===== src/rtl/hexp_pkg.sv =====
`timescale 1ns / 1ps

package hexp_pkg;

    // widths of the word fields
    localparam int CHAR_W     = 16;
    localparam int BYTE_W     = 8;
    localparam int OUT_LINE_W = 20;

    // internal line counter width
    localparam int LINE_BITS  = 20;
    localparam int LINE_EXT_W = (LINE_BITS > OUT_LINE_W) ? LINE_BITS : OUT_LINE_W;

    // input action codes
    localparam logic ACT_CHAR = 1'b0;
    localparam logic ACT_END  = 1'b1;

    // result kind codes
    localparam logic KIND_DATA   = 1'b0;
    localparam logic KIND_STATUS = 1'b1;

    // character codes
    localparam logic [CHAR_W-1:0] CH_CR    = 16'h000D;
    localparam logic [CHAR_W-1:0] CH_LF    = 16'h000A;
    localparam logic [CHAR_W-1:0] CH_TAB   = 16'h0009;
    localparam logic [CHAR_W-1:0] CH_SPACE = 16'h0020;
    localparam logic [CHAR_W-1:0] CH_COMMA = 16'h002C;
    localparam logic [CHAR_W-1:0] CH_HASH  = 16'h0023;
    localparam logic [CHAR_W-1:0] CH_SLASH = 16'h002F;
    localparam logic [CHAR_W-1:0] CH_LOW_X = 16'h0078;
    localparam logic [CHAR_W-1:0] CH_UP_X  = 16'h0058;
    localparam logic [CHAR_W-1:0] CH_ZERO  = 16'h0030;
    localparam logic [CHAR_W-1:0] CH_NINE  = 16'h0039;
    localparam logic [CHAR_W-1:0] CH_LOW_A = 16'h0061;
    localparam logic [CHAR_W-1:0] CH_LOW_F = 16'h0066;
    localparam logic [CHAR_W-1:0] CH_UP_A  = 16'h0041;
    localparam logic [CHAR_W-1:0] CH_UP_F  = 16'h0046;

    // scanner mode
    typedef enum logic [3:0] {
        MODE_IDLE    = 4'b0001,
        MODE_TOKEN   = 4'b0010,
        MODE_SLASH   = 4'b0100,
        MODE_COMMENT = 4'b1000
    } hexp_mode_t;

    // end-of-text status codes
    typedef enum logic [1:0] {
        ST_OK      = 2'd0,
        ST_NOT_HEX = 2'd1,
        ST_ODD     = 2'd2
    } hexp_status_t;

    // one input word
    typedef struct packed {
        logic              action;
        logic [CHAR_W-1:0] char_code;
    } hexp_item_t;

    // result of one step
    typedef struct packed {
        logic                  emit;
        logic                  kind;
        logic [BYTE_W-1:0]     data_byte;
        hexp_status_t          status;
        logic [OUT_LINE_W-1:0] error_line;
    } hexp_result_t;

    // hex digit decode: bit 4 set when the code is a hex digit
    function automatic logic [4:0] hex_decode(input logic [CHAR_W-1:0] c);
        logic [CHAR_W-1:0] d;
        d = '0;
        if (c >= CH_ZERO && c <= CH_NINE) begin
            d = c - CH_ZERO;
            return {1'b1, d[3:0]};
        end
        if (c >= CH_LOW_A && c <= CH_LOW_F) begin
            d = c - CH_LOW_A + 16'd10;
            return {1'b1, d[3:0]};
        end
        if (c >= CH_UP_A && c <= CH_UP_F) begin
            d = c - CH_UP_A + 16'd10;
            return {1'b1, d[3:0]};
        end
        return 5'b0;
    endfunction

    // clamp a line number to the output field
    function automatic logic [OUT_LINE_W-1:0] clamp_line(input logic [LINE_BITS-1:0] ln);
        logic [LINE_EXT_W-1:0] ext;
        ext = LINE_EXT_W'(ln);
        if (ext > LINE_EXT_W'({OUT_LINE_W{1'b1}})) begin
            return {OUT_LINE_W{1'b1}};
        end
        return ext[OUT_LINE_W-1:0];
    endfunction

endpackage


===== src/rtl/hexp_parse.sv =====
`timescale 1ns / 1ps

module hexp_parse (
    input  logic                 aclk,
    input  logic                 aresetn,
    input  logic                 step_en,
    input  hexp_pkg::hexp_item_t item,
    output hexp_pkg::hexp_result_t result
);
    import hexp_pkg::*;

    hexp_mode_t           mode_reg, mode_next;
    logic [1:0]           pos_reg, pos_next;
    logic                 prefix_reg, prefix_next;
    logic [3:0]           high_reg, high_next;
    logic                 pend_reg, pend_next;
    logic                 prev_cr_reg, prev_cr_next;
    logic [LINE_BITS-1:0] line_reg, line_next;
    hexp_status_t         err_reg, err_next;
    logic [LINE_BITS-1:0] err_line_reg, err_line_next;

    // next state and result for the word at hand
    always_comb begin
        logic [CHAR_W-1:0] c;
        logic [4:0]        hx;
        logic              is_sep;
        logic              is_x;
        logic              close_err;
        hexp_status_t      close_code;

        c      = item.char_code;
        hx     = hex_decode(c);
        is_sep = (c == CH_SPACE) || (c == CH_TAB) || (c == CH_COMMA);
        is_x   = (c == CH_LOW_X) || (c == CH_UP_X);

        // error raised by closing the open token
        close_err  = 1'b0;
        close_code = ST_NOT_HEX;
        if (mode_reg == MODE_TOKEN) begin
            if (prefix_reg) begin
                close_err = 1'b1;
            end else if (pend_reg) begin
                close_err  = 1'b1;
                close_code = ST_ODD;
            end
        end else if (mode_reg == MODE_SLASH) begin
            close_err = 1'b1;
        end

        mode_next     = mode_reg;
        pos_next      = pos_reg;
        prefix_next   = prefix_reg;
        high_next     = high_reg;
        pend_next     = pend_reg;
        prev_cr_next  = prev_cr_reg;
        line_next     = line_reg;
        err_next      = err_reg;
        err_line_next = err_line_reg;

        result            = '0;
        result.status     = ST_OK;

        if (item.action == ACT_END) begin
            // status word, then everything back to reset
            result.emit = 1'b1;
            result.kind = KIND_STATUS;
            if (err_reg != ST_OK) begin
                result.status     = err_reg;
                result.error_line = clamp_line(err_line_reg);
            end else if (close_err) begin
                result.status     = close_code;
                result.error_line = clamp_line(line_reg);
            end
            mode_next     = MODE_IDLE;
            pos_next      = '0;
            prefix_next   = 1'b0;
            high_next     = '0;
            pend_next     = 1'b0;
            prev_cr_next  = 1'b0;
            line_next     = LINE_BITS'(1);
            err_next      = ST_OK;
            err_line_next = '0;
        end else if (err_reg != ST_OK) begin
            // latched error: characters are dropped
        end else if (c == CH_CR || c == CH_LF) begin
            // line break closes the token and counts a line
            mode_next   = MODE_IDLE;
            pos_next    = '0;
            prefix_next = 1'b0;
            high_next   = '0;
            pend_next   = 1'b0;
            if (close_err) begin
                err_next      = close_code;
                err_line_next = line_reg;
            end else begin
                if ((c == CH_CR || !prev_cr_reg) && line_reg != {LINE_BITS{1'b1}}) begin
                    line_next = line_reg + LINE_BITS'(1);
                end
                prev_cr_next = (c == CH_CR);
            end
        end else begin
            prev_cr_next = 1'b0;
            if (mode_reg == MODE_COMMENT) begin
                // comment text is skipped
            end else if (mode_reg == MODE_SLASH) begin
                if (c == CH_SLASH) begin
                    mode_next = MODE_COMMENT;
                end else begin
                    err_next      = ST_NOT_HEX;
                    err_line_next = line_reg;
                end
            end else if (is_sep) begin
                mode_next   = MODE_IDLE;
                pos_next    = '0;
                prefix_next = 1'b0;
                high_next   = '0;
                pend_next   = 1'b0;
                if (close_err) begin
                    err_next      = close_code;
                    err_line_next = line_reg;
                end
            end else if (mode_reg == MODE_IDLE && c == CH_HASH) begin
                mode_next = MODE_COMMENT;
            end else if (mode_reg == MODE_IDLE && c == CH_SLASH) begin
                mode_next = MODE_SLASH;
            end else begin
                // token character
                if (mode_reg == MODE_IDLE) begin
                    pos_next    = '0;
                    prefix_next = 1'b0;
                    pend_next   = 1'b0;
                    high_next   = '0;
                end
                mode_next = MODE_TOKEN;
                if (pos_next == 2'd1 && is_x && pend_next && high_next == 4'd0) begin
                    prefix_next = 1'b1;
                    pend_next   = 1'b0;
                    pos_next    = 2'd2;
                end else if (!hx[4]) begin
                    err_next      = ST_NOT_HEX;
                    err_line_next = line_reg;
                end else begin
                    prefix_next = 1'b0;
                    if (pos_next != 2'd2) begin
                        pos_next = pos_next + 2'd1;
                    end
                    if (pend_next) begin
                        pend_next        = 1'b0;
                        result.emit      = 1'b1;
                        result.kind      = KIND_DATA;
                        result.data_byte = {high_next, hx[3:0]};
                    end else begin
                        high_next = hx[3:0];
                        pend_next = 1'b1;
                    end
                end
            end
        end
    end

    // scanner state
    always_ff @(posedge aclk) begin
        if (!aresetn) begin
            mode_reg     <= MODE_IDLE;
            pos_reg      <= '0;
            prefix_reg   <= 1'b0;
            high_reg     <= '0;
            pend_reg     <= 1'b0;
            prev_cr_reg  <= 1'b0;
            line_reg     <= LINE_BITS'(1);
            err_reg      <= ST_OK;
            err_line_reg <= '0;
        end else if (step_en) begin
            mode_reg     <= mode_next;
            pos_reg      <= pos_next;
            prefix_reg   <= prefix_next;
            high_reg     <= high_next;
            pend_reg     <= pend_next;
            prev_cr_reg  <= prev_cr_next;
            line_reg     <= line_next;
            err_reg      <= err_next;
            err_line_reg <= err_line_next;
        end
    end

endmodule


===== src/rtl/hex_text_to_byte_parser_core.sv =====
`timescale 1ns / 1ps

// Hex text parser: takes character words and sends a byte word for every
// second hex digit, plus one status word for each end-of-text word. The
// sustained rate is one input word per clock while results drain, set by the
// scanner state update between the input register and the result register; a
// result is registered when the scanner steps on its input word, and a stalled
// result holds the input register until it is drained. On a non-ok status the
// bytes already sent for that text are to be dropped downstream.
module hex_text_to_byte_parser_core (
    input  logic                              aclk,
    input  logic                              aresetn,
    input  logic                              s_valid,
    output logic                              s_ready,
    input  logic                              s_action,
    input  logic [hexp_pkg::CHAR_W-1:0]       s_char_code,
    output logic                              m_valid,
    input  logic                              m_ready,
    output logic                              m_kind,
    output logic [hexp_pkg::BYTE_W-1:0]       m_data_byte,
    output logic [1:0]                        m_status,
    output logic [hexp_pkg::OUT_LINE_W-1:0]   m_error_line
);
    import hexp_pkg::*;

    logic         in_valid_reg;
    hexp_item_t   in_item_reg;
    logic         out_valid_reg;
    hexp_result_t out_reg;
    hexp_result_t step_result;
    logic         advance;

    // step the scanner when the result slot is free or draining
    assign advance = in_valid_reg && (!out_valid_reg || m_ready);
    assign s_ready = !in_valid_reg || advance;

    // input register
    always_ff @(posedge aclk) begin
        if (!aresetn) begin
            in_valid_reg <= 1'b0;
        end else if (s_valid && s_ready) begin
            in_valid_reg <= 1'b1;
        end else if (advance) begin
            in_valid_reg <= 1'b0;
        end
    end

    always_ff @(posedge aclk) begin
        if (s_valid && s_ready) begin
            in_item_reg.action    <= s_action;
            in_item_reg.char_code <= s_char_code;
        end
    end

    hexp_parse u_parse (
        .aclk    (aclk),
        .aresetn (aresetn),
        .step_en (advance),
        .item    (in_item_reg),
        .result  (step_result)
    );

    // result register
    always_ff @(posedge aclk) begin
        if (!aresetn) begin
            out_valid_reg <= 1'b0;
        end else if (advance && step_result.emit) begin
            out_valid_reg <= 1'b1;
        end else if (m_ready) begin
            out_valid_reg <= 1'b0;
        end
    end

    always_ff @(posedge aclk) begin
        if (advance && step_result.emit) begin
            out_reg <= step_result;
        end
    end

    assign m_valid      = out_valid_reg;
    assign m_kind       = out_reg.kind;
    assign m_data_byte  = out_reg.data_byte;
    assign m_status     = out_reg.status;
    assign m_error_line = out_reg.error_line;

endmodule


===== config.mk =====
export PLATFORM = sky130hd
export DESIGN_NAME = hex_text_to_byte_parser_core
export DESIGN_NICKNAME = d
export VERILOG_FILES = /design/src/rtl/hexp_pkg.sv /design/src/rtl/hexp_parse.sv /design/src/rtl/hex_text_to_byte_parser_core.sv
export SDC_FILE = /design/constraint.sdc
export NUM_CORES = 1
export LEC_CHECK = 0
export CAP_MARGIN = 5
export CORE_ASPECT_RATIO = 1.5
export CORE_MARGIN = 1
export CORE_UTILIZATION = 45
export CTS_BUF_LIST = sky130_fd_sc_hd__clkbuf_2 sky130_fd_sc_hd__clkbuf_4 sky130_fd_sc_hd__clkbuf_8
export CTS_CLUSTER_SIZE = 28
export DETAILED_ROUTE_END_ITERATION = 6
export DONT_BUFFER_PORTS = 1
export GPL_ROUTABILITY_DRIVEN = 0
export GPL_TIMING_DRIVEN = 1
export MAX_ROUTING_LAYER = met4
export PLACE_DENSITY_LB_ADDON = 0.15
export REMOVE_ABC_BUFFERS = 1
export SLEW_MARGIN = 20
export SYNTH_ARGS = -nofsm -noshare
export SYNTH_HDL_FRONTEND = slang
export SYNTH_SLANG_ARGS = --single-unit

===== constraint.sdc =====
create_clock -name aclk -period 10.6 [get_ports aclk]
set_input_delay 0.53 -clock aclk [delete_from_list [all_inputs] [get_ports aclk]]
set_output_delay 0.53 -clock aclk [all_outputs]
set_load 0.01 [all_outputs]

# ---- After elaboration in Yosys (flattened, before gate mapping)
# Index checks and enable logic that the tools add are counted.
# W data, S select, Z words.
dict set report classes {
  reduce_logical 36
  mux 160
  add_sub_neg 7
  magnitude_cmp 8
  eq_ne 29
  bitwise_logic 2
}
# operator count
set ops {}
lappend ops {{$mux W20} 21}
lappend ops {{$mux W4} 28}
lappend ops {{$mux W10} 10}
lappend ops {{$mux W2} 36}
lappend ops {{$eq A16 B6 Y1 const B} 4}
lappend ops {{$mux W1} 56}
lappend ops {{$eq A16 B4 Y1 const B} 3}
lappend ops {{$mux W22} 2}
lappend ops {{$gt A20 B20 Y1 const B} 2}
lappend ops {{$eq A16 B7 Y1 const B} 2}
lappend ops {{$ge A16 B7 Y1 const B} 2}
lappend ops {{$le A16 B7 Y1 const B} 2}
lappend ops {{$mux W5} 6}
lappend ops {{$add A20 B1 Y20 const B} 1}
lappend ops {{$ne A20 B20 Y1 const B} 1}
lappend ops {{$ge A16 B6 Y1 const B} 1}
lappend ops {{$le A16 B6 Y1 const B} 1}
lappend ops {{$ne A5 B2 Y1 const B} 3}
lappend ops {{$logic_and A1 B1 Y1} 12}
lappend ops {{$sub A4 B1 Y4 const B} 3}
lappend ops {{$reduce_or A11 Y1} 1}
lappend ops {{$reduce_bool A2 Y1} 5}
lappend ops {{$add A4 B4 Y4 const B} 2}
lappend ops {{$ne A4 B2 Y1 const B} 2}
lappend ops {{other kinds (23)} 36}
dict set report word_totals {
  wordCells 259
  output_inout_bits 33
  inputBits 21
  reg_bits 105
}

# ---- Depth between registers and ports, before layout
# Gate-level depths: netlist of run 1.
dict set report logic_depth {
  ltp_word 25
  mapped_depth 13
  mapped_depth_nobuf 11
}

# ---- Modules after synthesis
# A second synthesis of run 1 with hierarchy kept.
dict set report unflattened {
  hier_cells 504
  area_unflattened_um2 5037.3
}
# module seq_area_each_um2 cells_per_inst area_each_um2 n_inst
set by_module_without_submodules {}
lappend by_module_without_submodules {hexp_parse 1101.1 443 3483.3 1}
lappend by_module_without_submodules {hex_text_to_byte_parser_core 1481.4 61 1554.0 1}

# ---- Worst setup path before layout of run 1
# OpenSTA, ideal clock, no wires.
dict set report synth_path {
  path_kind {register to register}
  start {register in_item_reg[15] in the netlist's numbering}
  end {register out_reg, in the netlist m_data_byte[0] (enable)}
  arrival_ns 3.653
  required_time_ns 10.170
  synth_period_minus_slack_ns 4.083
  path_slack_ns 6.517
  path_stages_with_launch 9
  setup_time_ns 0.430
  path_buffers 0
  cell_sequence {edfxtp_1 -> nor4_4 -> o2111a_1 -> a21oi_2 -> inv_1 -> ha_1 -> nand2_1 -> or4_4 -> a21oi_1}
}
dict set report synth_between {
  elab_chain_cells 19
  word_cells_on_any_way 49
  cone_classes {order compare: 6; eq/ne: 9; mux: 21; reduce/logical: 13}
}
# element line
set synth_lines {}
lappend synth_lines {{start: declaration} hex_text_to_byte_parser_core.sv:27} ;# hexp_item_t in_item_reg;
lappend synth_lines {{$ge A16 B7 Y1 / $le A16 B7 Y1 (equally long branches)} hexp_pkg.sv:81} ;# if (c >= CH_UP_A && c <= CH_UP_F) begin
lappend synth_lines {{$logic_and A1 B1 Y1} hexp_pkg.sv:81}
lappend synth_lines {{$mux W1 (2 in series)} hexp_pkg.sv:81}
lappend synth_lines {{$mux W1} hexp_pkg.sv:77} ;# if (c >= CH_LOW_A && c <= CH_LOW_F) begin
lappend synth_lines {{$mux W5} hexp_pkg.sv:85} ;# return 5'b0;
lappend synth_lines {{$mux W5} hexp_pkg.sv:81}
lappend synth_lines {{$mux W5} hexp_pkg.sv:77}
lappend synth_lines {{$mux W10} hexp_parse.sv:139} ;# end else if (!hx[4]) begin
lappend synth_lines {{[... 2 more ...]} --}
lappend synth_lines {{$mux W10} hexp_parse.sv:122} ;# end else if (mode_reg == MODE_IDLE && c == CH_HASH) begin
lappend synth_lines {{$mux W10} hexp_parse.sv:112} ;# end else if (is_sep) begin
lappend synth_lines {{$mux W10} hexp_parse.sv:105} ;# end else if (mode_reg == MODE_SLASH) begin
lappend synth_lines {{$mux W10} hexp_parse.sv:103} ;# if (mode_reg == MODE_COMMENT) begin
lappend synth_lines {{$mux W10 (*)} hexp_parse.sv:85} ;# end else if (c == CH_CR || c == CH_LF) begin
lappend synth_lines {{$mux W10 (*)} hexp_parse.sv:83} ;# end else if (err_reg != ST_OK) begin
lappend synth_lines {{$mux W2 (*)} hexp_parse.sv:63} ;# if (item.action == ACT_END) begin
lappend synth_lines {{$logic_and A1 B1 Y1 (*)} hex_text_to_byte_parser_core.sv:75} ;# if (advance && step_result.emit) begin
lappend synth_lines {{end signal: assignment} hex_text_to_byte_parser_core.sv:76} ;# out_reg <= step_result;
lappend synth_lines {{end: declaration} hex_text_to_byte_parser_core.sv:29} ;# hexp_result_t out_reg;
# Every way passes the cells marked *; elsewhere a longest branch is shown, timed or not. The select of a mux whose other input is x is not followed.
# A chain may end at the register's enable or synchronous reset.

# ---- Worst setup path in the final report of run 1
dict set report layout_path {
  start {register u_parse.mode_reg[1]}
  end {register u_parse.err_line_reg[2]}
}
dict set report layout_between {
  elab_chain_cells 16
  word_cells_on_any_way 54
  cone_classes {eq/ne: 11; mux: 36; reduce/logical: 7}
}
# element line
set layout_lines {}
lappend layout_lines {{start: declaration} hexp_parse.sv:12} ;# hexp_mode_t mode_reg, mode_next;
lappend layout_lines {{start signal: assignment} hexp_parse.sv:174} ;# mode_reg <= mode_next;
lappend layout_lines {{$eq A4 B1 Y1} {hexp_parse.sv:122, hexp_parse.sv:124, hexp_parse.sv:128}}
lappend layout_lines {{$mux W2} hexp_parse.sv:128} ;# if (mode_reg == MODE_IDLE) begin
lappend layout_lines {{$mux W2} hexp_parse.sv:124} ;# end else if (mode_reg == MODE_IDLE && c == CH_SLASH) begin
lappend layout_lines {{$mux W2} hexp_parse.sv:122}
lappend layout_lines {{$mux W2} hexp_parse.sv:112}
lappend layout_lines {{$mux W2} hexp_parse.sv:105}
lappend layout_lines {{$mux W2} hexp_parse.sv:103}
lappend layout_lines {{$mux W2} hexp_parse.sv:85}
lappend layout_lines {{$mux W2} hexp_parse.sv:83}
lappend layout_lines {{$mux W2} hexp_parse.sv:63}
lappend layout_lines {{$eq A2 B1 Y1} hexp_parse.sv:135} ;# if (pos_next == 2'd1 && is_x && pend_next && high_next == 4'd0) begin
lappend layout_lines {{$logic_and A1 B1 Y1 (3 in series)} hexp_parse.sv:135}
lappend layout_lines {{$ne A5 B2 Y1 (no line)} --}
lappend layout_lines {{$reduce_and A8 Y1 (no line)} --}
lappend layout_lines {{end signal: assignment} hexp_parse.sv:182} ;# err_line_reg <= err_line_next;
lappend layout_lines {{end: declaration} hexp_parse.sv:20} ;# logic [LINE_BITS-1:0] err_line_reg, err_line_next;
# Parallel ways exist; a longest one is shown, timed or not. The select of a mux whose other input is x is not followed.

==> results of run 1 <==
## power by group
part	internal [mW]	total [mW]	leakage, nW	switching [mW]
Sequential	0.430	0.438	0.949	0.00833
Combinational	0.0116	0.0410	0.731	0.0294
Clock	0.143	0.286	0.115	0.143
## placed cells by master, fill, tap and decap left out, types with 3 or more instances in the layout
cell type and instances:
and2_1 9, nor3_1 8, dfxtp_1 57, o21ai_0 6, a21oi_1 35, o2bb2ai_1 4, ha_1 8, nor4_1 3
o21ai_1 3, nor4_4 3, xor2_1 12, a31oi_1 4, inv_1 7, and3_1 10, xnor2_1 7, nand2_1 46
edfxtp_1 48, mux2i_1 4, a22o_1 21, nand2b_1 8, nand4_1 14, nor2_1 41, clkbuf_8 10, nor2b_1 7
nand3_1 32
## cells by family after synthesis
family,Yosys count,share of synthesized area (%)
compound gates,98,14.5
xor+xnor,20,3.70
fa+ha+maj,8,2.03
buf+inv,33,3.22
flops,105,52.4
mux,4,0.812
simple gates,206,23.4
## per-layer routing
layer	track usage (%)	wire length [µm]	part of all wire [%]
met5	-	0	0
met4	9.35	220	2.1
met3	3.16	261	2.5
met2	37.4	5880	56
met1	21.3	4160	40
## path summary, 6_finish.rpt
check                           slack [ns]  cells after the start                      end
worst max-delay path                  6.83                     10  u_parse.err_line_reg[2]
worst min-delay path                  0.22                      1      u_parse.mode_reg[0]
worst max register to register        6.83                     10  u_parse.err_line_reg[2]
worst min register to register        0.48                      2       u_parse.pos_reg[1]
## area by class of cell
cell class | instances | area [µm²] | area share (%)
Tap cell | 144 | 180 | 3.42
Sequential cell | 105 | 2580 | 49.1
Inverter | 8 | 30.0 | 0.571
Multi-Input combinational cell | 336 | 2200 | 41.9
Clock inverter | 6 | 96.3 | 1.83
Timing Repair Buffer | 3 | 30.0 | 0.571
Clock buffer | 10 | 138 | 2.62
## through the flow
| stage | hold slack, ns | power, mW | setup WS [ns] |
|---|---|---|---|
| 2_1_floorplan | 0.437 | 0.474 | 6.49 |
| 3_3_place_gp | 0.457 | 0.487 | 6.90 |
| 3_5_place_dp | 0.466 | 0.488 | 6.83 |
| 4_1_cts | 0.208 | 0.772 | 6.81 |
| 5_1_grt | 0.203 | 0.794 | 6.53 |
| 6_report | 0.223 | 0.765 | 6.83 |
==> out/qor.csv, run 1 <==
metric,value,unit
outcome,"complete, no violations",
drv_cap,0,
cts.repair.resized,0,
stdcell_area,5260,µm²
fin_util,49.4,%
start_util,46.3,%
power.density,145,nW/µm²
async_reset_ff_share,0,%
drc,0,
grt_pass1_wl,17400,µm
num-nets-final,492,
synth_cell_types,68,
diodes,0,
synth_area_leaders,"edfxtp_1 29%, dfxtp_1 23%, a22o_1 3.7%",
synth-edff-count,48,
wl,10500,µm
fin_crit_sh,35.6,%
r2r-start,u_parse.mode_reg[1],
grt_pass1_vias,3477,
ant_nets,0,
crit_path_top_delay_cell,a21oi_2,
cts_buffer_depth,2,
numCtsBuffers,9,
numPortBuffers,0,
vias,3498,
synth_top_area_share,29.2,%
max_stage_delay,0.83,ns
crit_buf_inv,0,
clock_latency,0.37,ns
antenna_found_initial,0,
yosysMostFrequentCell,dfxtp_1,
routed_via_density,5.72,
leakage,1.80,nW
drt_iter0_drc,176,
grt_max_degree,34,
dp_hpwl,7400,µm
placed_area,5010,µm²
grt_setup_unrepaired,no,
drt_pre_antenna_iters,5,
finalHoldViolCount,0,
overflow,0,
maxSlewHeadroom,23.2,%
grt.total_usage,20.5,%
worstPathMaxFanout,21,
fin_crit,3.77,ns
die_area,11400,µm²
post-place-cells,595,
ys_ff_latch,105,
cts_sinks,105,
fin_setup_tns,0,ns
coreArea,10600,µm²
synthCells,474,
cts_hold_buffers,0,
ys.flop_type,dfxtp_1,
peakVddDrop,90.2,µV
drv_slew,0,
setup_viol,0,
crit_required,10.92,ns
root_buffer,clkbuf_8,
critPathTopFamily,simple AND/OR/NAND/NOR gates,
drive_gt1_share,9.19,%
wl_per_cell,17.2,µm
htree_num_levels,3,
row_count,46,
hold_class,in -> reg,
avgSynthCellArea,10.4,µm²
worstSetupEndpointType,flip-flop,
syn2layout_area_growth,6.67,%
final_cells,612,
cts_tree,built,
yosys.area.top_type,edfxtp_1,
path_class,reg -> reg,
start_kind,flip-flop,
die-width,87.5,µm
synthTopCellsByCount,"57 x dfxtp_1, 48 x edfxtp_1, 46 x nand2_1",
yosys_warnings,0,
path_clk_slew,0.11,ns
startpoint,u_parse.mode_reg[1],
hp-start,aresetn,
cp_cell_sequence,"or4b_1, nand2_1, ha_1, nor4bb_1, nand4_2, nor4_4, o2111a_1, a21oi_1, a21oi_2, a22o_1",
num_io_pins,54,
fmax,265,MHz
fill_cells,989,
die_h,130,µm
ys_seq_area_share,52.4,%
crit_arrival,4.09,ns
postCtsSetupRepairBufs,0,
tightest_slew,1.15,ns
skew,0.0106,ns
syn_area,4930,µm²
Power figures use the tool's default switching activity.
==> inputs of run 2 (changes only) <==
==> constraint.sdc (replaced) <==
create_clock -name aclk -period 3.9 [get_ports aclk]
set_input_delay 0.195 -clock aclk [delete_from_list [all_inputs] [get_ports aclk]]
set_output_delay 0.195 -clock aclk [all_outputs]
set_load 0.01 [all_outputs]
==> run 2 against run 1 <==
First-iteration DRC count shrank 51%. Power grew to 2.7 times the previous value. Utilization grew 1.8 points. Combinational power grew to 3.1 times the previous value. Final area grew 3.6%. Hold slack lost 0.15 ns. Sequential share of layout area shrank 1.7 points. Routed wire length is essentially flat.
==> out/qor.csv, run 2 (synthesis gave the netlist of run 1 again) <==
metric,value,unit,change
outcome,"complete, no violations",,
finalHoldViolCount,0,,unchanged
mostFrequentLayoutCell,dfxtp_1,,
leakage,1.88,nW,+4.9%
dp_hpwl,7330,µm,-1.0%
die-width,87.5,µm,unchanged
numCtsBuffers,9,,unchanged
coreArea,10600,µm²,unchanged
die_area,11400,µm²,unchanged
syn2layout_area_growth,10.5,%,
diodes,0,,unchanged
die_h,130,µm,unchanged
routed_via_density,5.69,,-0.40%
grt_max_degree,32,,-5.9%
worstSetupEndpointType,flip-flop,,
start_util,46.3,%,unchanged
grt_use_met3,4.30,%,+1.1 points
num_io_pins,54,,unchanged
design_power_total,2.03,mW,+170%
grt_pass1_wl,17600,µm,+1.1%
skew,0.00869,ns,-0.00194 ns
stdcell_area,5450,µm²,+3.6%
antenna_found_initial,0,,unchanged
drive_gt1_share,9.37,%,+0.18 points
path_clk_slew,0.10,ns,about the same
ant_nets,0,,unchanged
grt.total_usage,21.0,%,+0.54 points
postCtsSetupRepairBufs,0,,unchanged
worstPathMaxFanout,21,,unchanged
num-nets-final,515,,+4.7%
wl_per_cell,16.6,µm,-3.6%
busiest_layer,met2,,
row_count,46,,unchanged
drc,0,,unchanged
final_cells,635,,+3.8%
fin_util,51.2,%,+1.8 points
cts_tree,built,,
peakVddDrop,154,µV,+71%
use_met1,20.3,%,-0.97 points
fin_crit_sh,85.7,%,+50 points
power.density,372,nW/µm²,+160%
grt_pass1_vias,3696,,+6.3%
drt_pre_antenna_iters,4,,-1
setup_viol,0,,unchanged
drv_cap,0,,unchanged
grt_setup_unrepaired,no,,
seq_area,2580,µm²,unchanged
max_stage_delay,0.68,ns,-0.15 ns
numPortBuffers,0,,unchanged
hold_class,in -> reg,,
cts_buffer_depth,2,,unchanged
crit_path_top_delay_cell,or4b_1,,
tightest_slew,0.752,ns,-0.398 ns
cts_sinks,105,,unchanged
multiInputGateArea,2200,µm²,-0.11%
wl,10500,µm,about the same
placed_area,5050,µm²,+0.70%
vias,3615,,+3.3%
overflow,0,,unchanged
clock_latency,0.38,ns,about the same
maxSlewHeadroom,49.6,%,+26 points
cp_cell_sequence,"or4b_1, nand2_1, ha_1, nor4bb_1, nand4_2, nor4_4, o2111a_1, a21oi_1, a21oi_2, buf_4, a22o_1",,
htree_num_levels,3,,unchanged
fmax,299,MHz,+13%
final_cell_mix,"57 x dfxtp_1, 48 x edfxtp_1, 46 x nand2_1",,
fill_cells,990,,+0.10%
drt_iter0_drc,86,,-51%
path_class,reg -> reg,,
crit_arrival,3.68,ns,-0.41 ns
crit_required,4.23,ns,-6.69 ns
root_buffer,clkbuf_8,,
met2_usage,38.9,%,+1.6 points
fin_crit,3.34,ns,-0.427 ns
drv_slew,0,,unchanged
start_kind,flip-flop,,
rrSetupSlack,0.56,ns,-6.27 ns
post-place-cells,600,,+0.84%
-- run 2: critical path: cells and delay by family (launching register included) --
family,cells,cell delay [ns]
compound gates,4,0.77
fa+ha+maj,1,0.16
buf+inv,1,0.27
flops,1,0.38
simple gates,5,1.70
-- run 2: final cells by class --
| cell class | instances | area share, % |
|---|---|---|
| multi-input cells | 336 | 40.4 |
| inverters | 8 | 0.551 |
| clock buffers | 11 | 2.78 |
| clock inverters | 5 | 1.15 |
| flip-flops and latches | 105 | 47.4 |
| well taps | 144 | 3.31 |
| repair buffers | 26 | 4.45 |
-- run 2: repair_timing --
item | in CTS | in global routing
hold endpoints to repair | 24 | 0
gates resized for setup | 0 | 0
endpoints found under the setup margin | 0 | 0
hold buffers | 19 | 0
-- run 2: worst paths after layout --
path / start / endpoint / cells after the start
min: aresetn / m_valid / 2
min reg2reg: u_parse.pos_reg[1] / u_parse.pos_reg[1] / 2
max reg2reg: u_parse.mode_reg[2] / u_parse.err_line_reg[2] / 11
max: u_parse.mode_reg[2] / u_parse.err_line_reg[2] / 11
-- run 2: metal layers --
layer,up-vias,routed length (µm),share of wire (%)
li1,1757,-,-
met1,1755,3990,38
met2,79,5840,56
met3,24,300,2.9
met4,0,387,3.7
met5,-,0,0
-- run 2: report_power, final --
group          switching (mW)  internal, mW
clock network           0.376         0.336
registers              0.0232          1.17
logic                  0.0811        0.0456
total                   0.480          1.55
-- run 2: through the flow --
stage	TNS (ns)	setup WS [ns]	hold slack, ns
2_1_floorplan	-6.53	-0.211	0.257
3_3_place_gp	0	0.627	0.260
3_5_place_dp	0	0.557	0.262
4_1_cts	0	0.527	0.0261
5_1_grt	0	0.350	0.0375
6_report	0	0.556	0.0712
==> inputs of run 3 (changes only) <==
--- a/config.mk
+++ b/config.mk
@@ -21,4 +21,6 @@
 export SLEW_MARGIN = 20
 export SYNTH_ARGS = -nofsm -noshare
 export SYNTH_HDL_FRONTEND = slang
+export SYNTH_HIERARCHICAL = 1
 export SYNTH_SLANG_ARGS = --single-unit
+export TNS_END_PERCENT = 30
==> run 3 against run 2 <==
Combinational power increased by 11%. Register-to-register slack gained 0.17 ns. Routed wire length up 5.5%. Global-route usage decreased by 0.24 points. Synthesized cell count increased by 6.3%. Critical path depth up 2. Final cell count is 5.4% higher. Utilization is 0.32 points lower. Largest cell class unchanged. Clock skew up 0.0015 ns. Highest routed layer unchanged.
==> out/qor.csv, run 3 <==
metric,value,unit,change
synthCells,504,,+6.3%
htree_num_levels,3,,unchanged
drv_slew,0,,unchanged
fin_crit_sh,81.5,%,-4.2 points
p_sw_share,23.5,%,-0.16 points
grt.total_usage,20.7,%,-0.24 points
grt_pass1_vias,3825,,+3.5%
ys_ff_latch,105,,unchanged
crit_path_top_delay_cell,or4b_1,,
routed_via_density,5.68,,-0.20%
leakage,1.91,nW,+1.1%
syn2layout_area_growth,10.5,%,about the same
synthTopCellsByCount,"62 x nand2_1, 57 x dfxtp_1, 48 x edfxtp_1",,
numCtsBuffers,9,,unchanged
die_area,11600,µm²,+2.1%
ys.flop_type,dfxtp_1,,
dp_hpwl,7690,µm,+5.0%
max_stage_delay,0.56,ns,-0.12 ns
die_h,132,µm,+1.0%
row_count,47,,+2.2%
dp_worst_setup_slack,0.765,ns,+0.209 ns
drv_cap,0,,unchanged
path_clk_slew,0.09,ns,about the same
pwr-share-seq,58.8,%,about the same
peakVddDrop,212,µV,+37%
wl_per_cell,16.6,µm,+0.18%
skew,0.0101,ns,+0.00145 ns
drt_pre_antenna_iters,4,,unchanged
wl,11100,µm,+5.5%
clockPowerShare,34.2,%,-0.9 points
cts_sinks,105,,unchanged
ant_nets,0,,unchanged
worstSetupEndpointType,flip-flop,,
maxSlewHeadroom,57.4,%,+7.8 points
layout_setup_ws,0.722,ns,+0.165 ns
power.density,365,nW/µm²,-2.1%
async_reset_ff_share,0,%,unchanged
num_io_pins,54,,unchanged
yosys.area.top_type,edfxtp_1,,
final_cell_mix,"62 x nand2_1, 57 x dfxtp_1, 48 x edfxtp_1",,
path_class,reg -> reg,,
numPortBuffers,0,,unchanged
ys_seq_area_share,51.3,%,-1.1 points
drt_iter0_drc,134,,+56%
drive_gt1_share,10.7,%,+1.4 points
fmax,315,MHz,+5.2%
synth-edff-count,48,,unchanged
crit_required,3.98,ns,-0.25 ns
wl_met1,4080,µm,+2.2%
crit_top_cell,nand2_1,,
final_cells,669,,+5.4%
cp_cell_sequence,"or4b_1, nand2_1, inv_1, ha_1, and4b_1, nand4_1, nor4_4, nor4_1, nand4b_1, nand2_1, nand2_1, nor2_2, buf_12",,
vias,3801,,+5.1%
overflow,0,,unchanged
postCtsSetupRepairBufs,0,,unchanged
coreArea,10900,µm²,+2.7%
start_kind,flip-flop,,
fin_util,50.9,%,-0.32 points
num-nets-final,547,,+6.2%
comb_power_share,6.9,%,+0.7 points
wl_met3,303,µm,+1.0%
avgSynthCellArea,9.99,µm²,-3.9%
p_int,1.55,mW,+0.19%
outcome,"complete, no violations",,
fin_crit,3.18,ns,-0.165 ns
synth_cell_types,66,,-2.9%
synth_top_area_share,28.6,%,-0.61 points
dr_wl_met2,6220,µm,+6.5%
grt_pass1_wl,18000,µm,+2.2%
root_buffer,clkbuf_8,,
setup_viol,0,,unchanged
yosysMostFrequentCell,nand2_1,,
tightest_slew,0.637,ns,-0.116 ns
antenna_found_initial,0,,unchanged
clock_latency,0.37,ns,about the same
grt_setup_unrepaired,no,,
start_util,46.1,%,-0.27 points
post-place-cells,634,,+5.7%
mostFrequentLayoutCell,nand2_1,,
yosys_warnings,6,,+6
hold_class,in -> reg,,
worstPathMaxFanout,31,,+48%
die-width,88.4,µm,+1.0%
diodes,0,,unchanged
drc,0,,unchanged
finalHoldViolCount,0,,unchanged
cts_buffer_depth,2,,unchanged
synth_area_leaders,"edfxtp_1 29%, dfxtp_1 23%, a21oi_1 4.7%",,
top_layer,met4,,
crit_arrival,3.25,ns,-0.43 ns
syn_area,5040,µm²,+2.1%
switching_power,0.476,mW,-0.71%
grt_max_degree,32,,unchanged
cts_tree,built,,
## run 3: cell count changes after synthesis, moves of 4 or more
cell / change
a21oi_1: +11
xnor2_1: +6
xor2_1: -10
nor2b_1: -5
nand2_1: +16
o2bb2ai_1: -4
and3_1: -8
nand2b_1: -4
nand3_1: +4
## run 3: path summary, 6_finish.rpt
check,start,to,slack [ns],cells past startpoint
worst max register to register,u_parse/mode_reg[2],m_data_byte[2],0.72,13
worst min-delay path,m_ready,m_valid,0.03,2
worst max-delay path,u_parse/mode_reg[2],m_data_byte[2],0.72,13
worst min register to register,u_parse/high_reg[3],u_parse/high_reg[3],0.47,2
## run 3: kinds of logic after synthesis
family / after synthesis / synth area share, %
AO/OA/AOI/OAI: 116 / 16.2
buffers and inverters: 37 / 3.55
adder cells (fa/ha/maj): 9 / 2.24
AND/OR/NAND/NOR: 216 / 22.9
XOR/XNOR: 15 / 2.61
multiplexers: 6 / 1.22
flip-flops: 105 / 51.3
## run 3: worst max-delay path: cells and delay by family (launching register included)
kind	cells	cell delay, ns
and+or+nand+nor	10	2.03
DFF	1	0.37
buffers and inverters	2	0.25
adders and majority gates	1	0.18
## run 3: power by group through the flow
stage / registers (mW) / clock network [mW] / logic (mW)
after CTS: 1.19 / 0.717 / 0.141
after global routing: 1.20 / 0.760 / 0.153
after floorplan: 1.22 / 0 / 0.0833
after global placement: 1.22 / 0 / 0.122
after detailed placement: 1.22 / 0 / 0.123
final: 1.19 / 0.695 / 0.141
## run 3: stage by stage
| stage | power [mW] | hold slack [ns] | instance area, µm² | TNS, ns |
|---|---|---|---|---|
| after global placement | 1.34 | 0.265 | 5170 | 0 |
| after floorplan | 1.30 | 0.257 | 4900 | -5.66 |
| after CTS | 2.05 | 0.00145 | 5570 | 0 |
| after detailed placement | 1.34 | 0.266 | 5170 | 0 |
| final | 2.03 | 0.0272 | 5570 | 0 |
| after global routing | 2.11 | 0.0104 | 5570 | 0 |
## run 3: cell type report
class	count	area, µm²
Clock inverter	4	52.6
Clock buffer	12	153
Inverter	10	37.5
Timing Repair Buffer	29	278
Fill cell	994	5370
Tap cell	147	184
Sequential cell	105	2580
Multi-Input combinational cell	362	2280
## run 3: timing repair
action,4_1_cts,5_1_grt
endpoints found under the setup margin,0,0
hold buffers,19,0
resized for setup,0,0
hold endpoints to repair,28,0
## run 3: per-layer routing
| layer | vias up | GRT usage [%] |
|---|---|---|
| li1 | 1864 | - |
| met1 | 1820 | 19.8 |
| met2 | 87 | 37.5 |
| met3 | 30 | 3.58 |
| met4 | 0 | 12.3 |
| met5 | - | - |
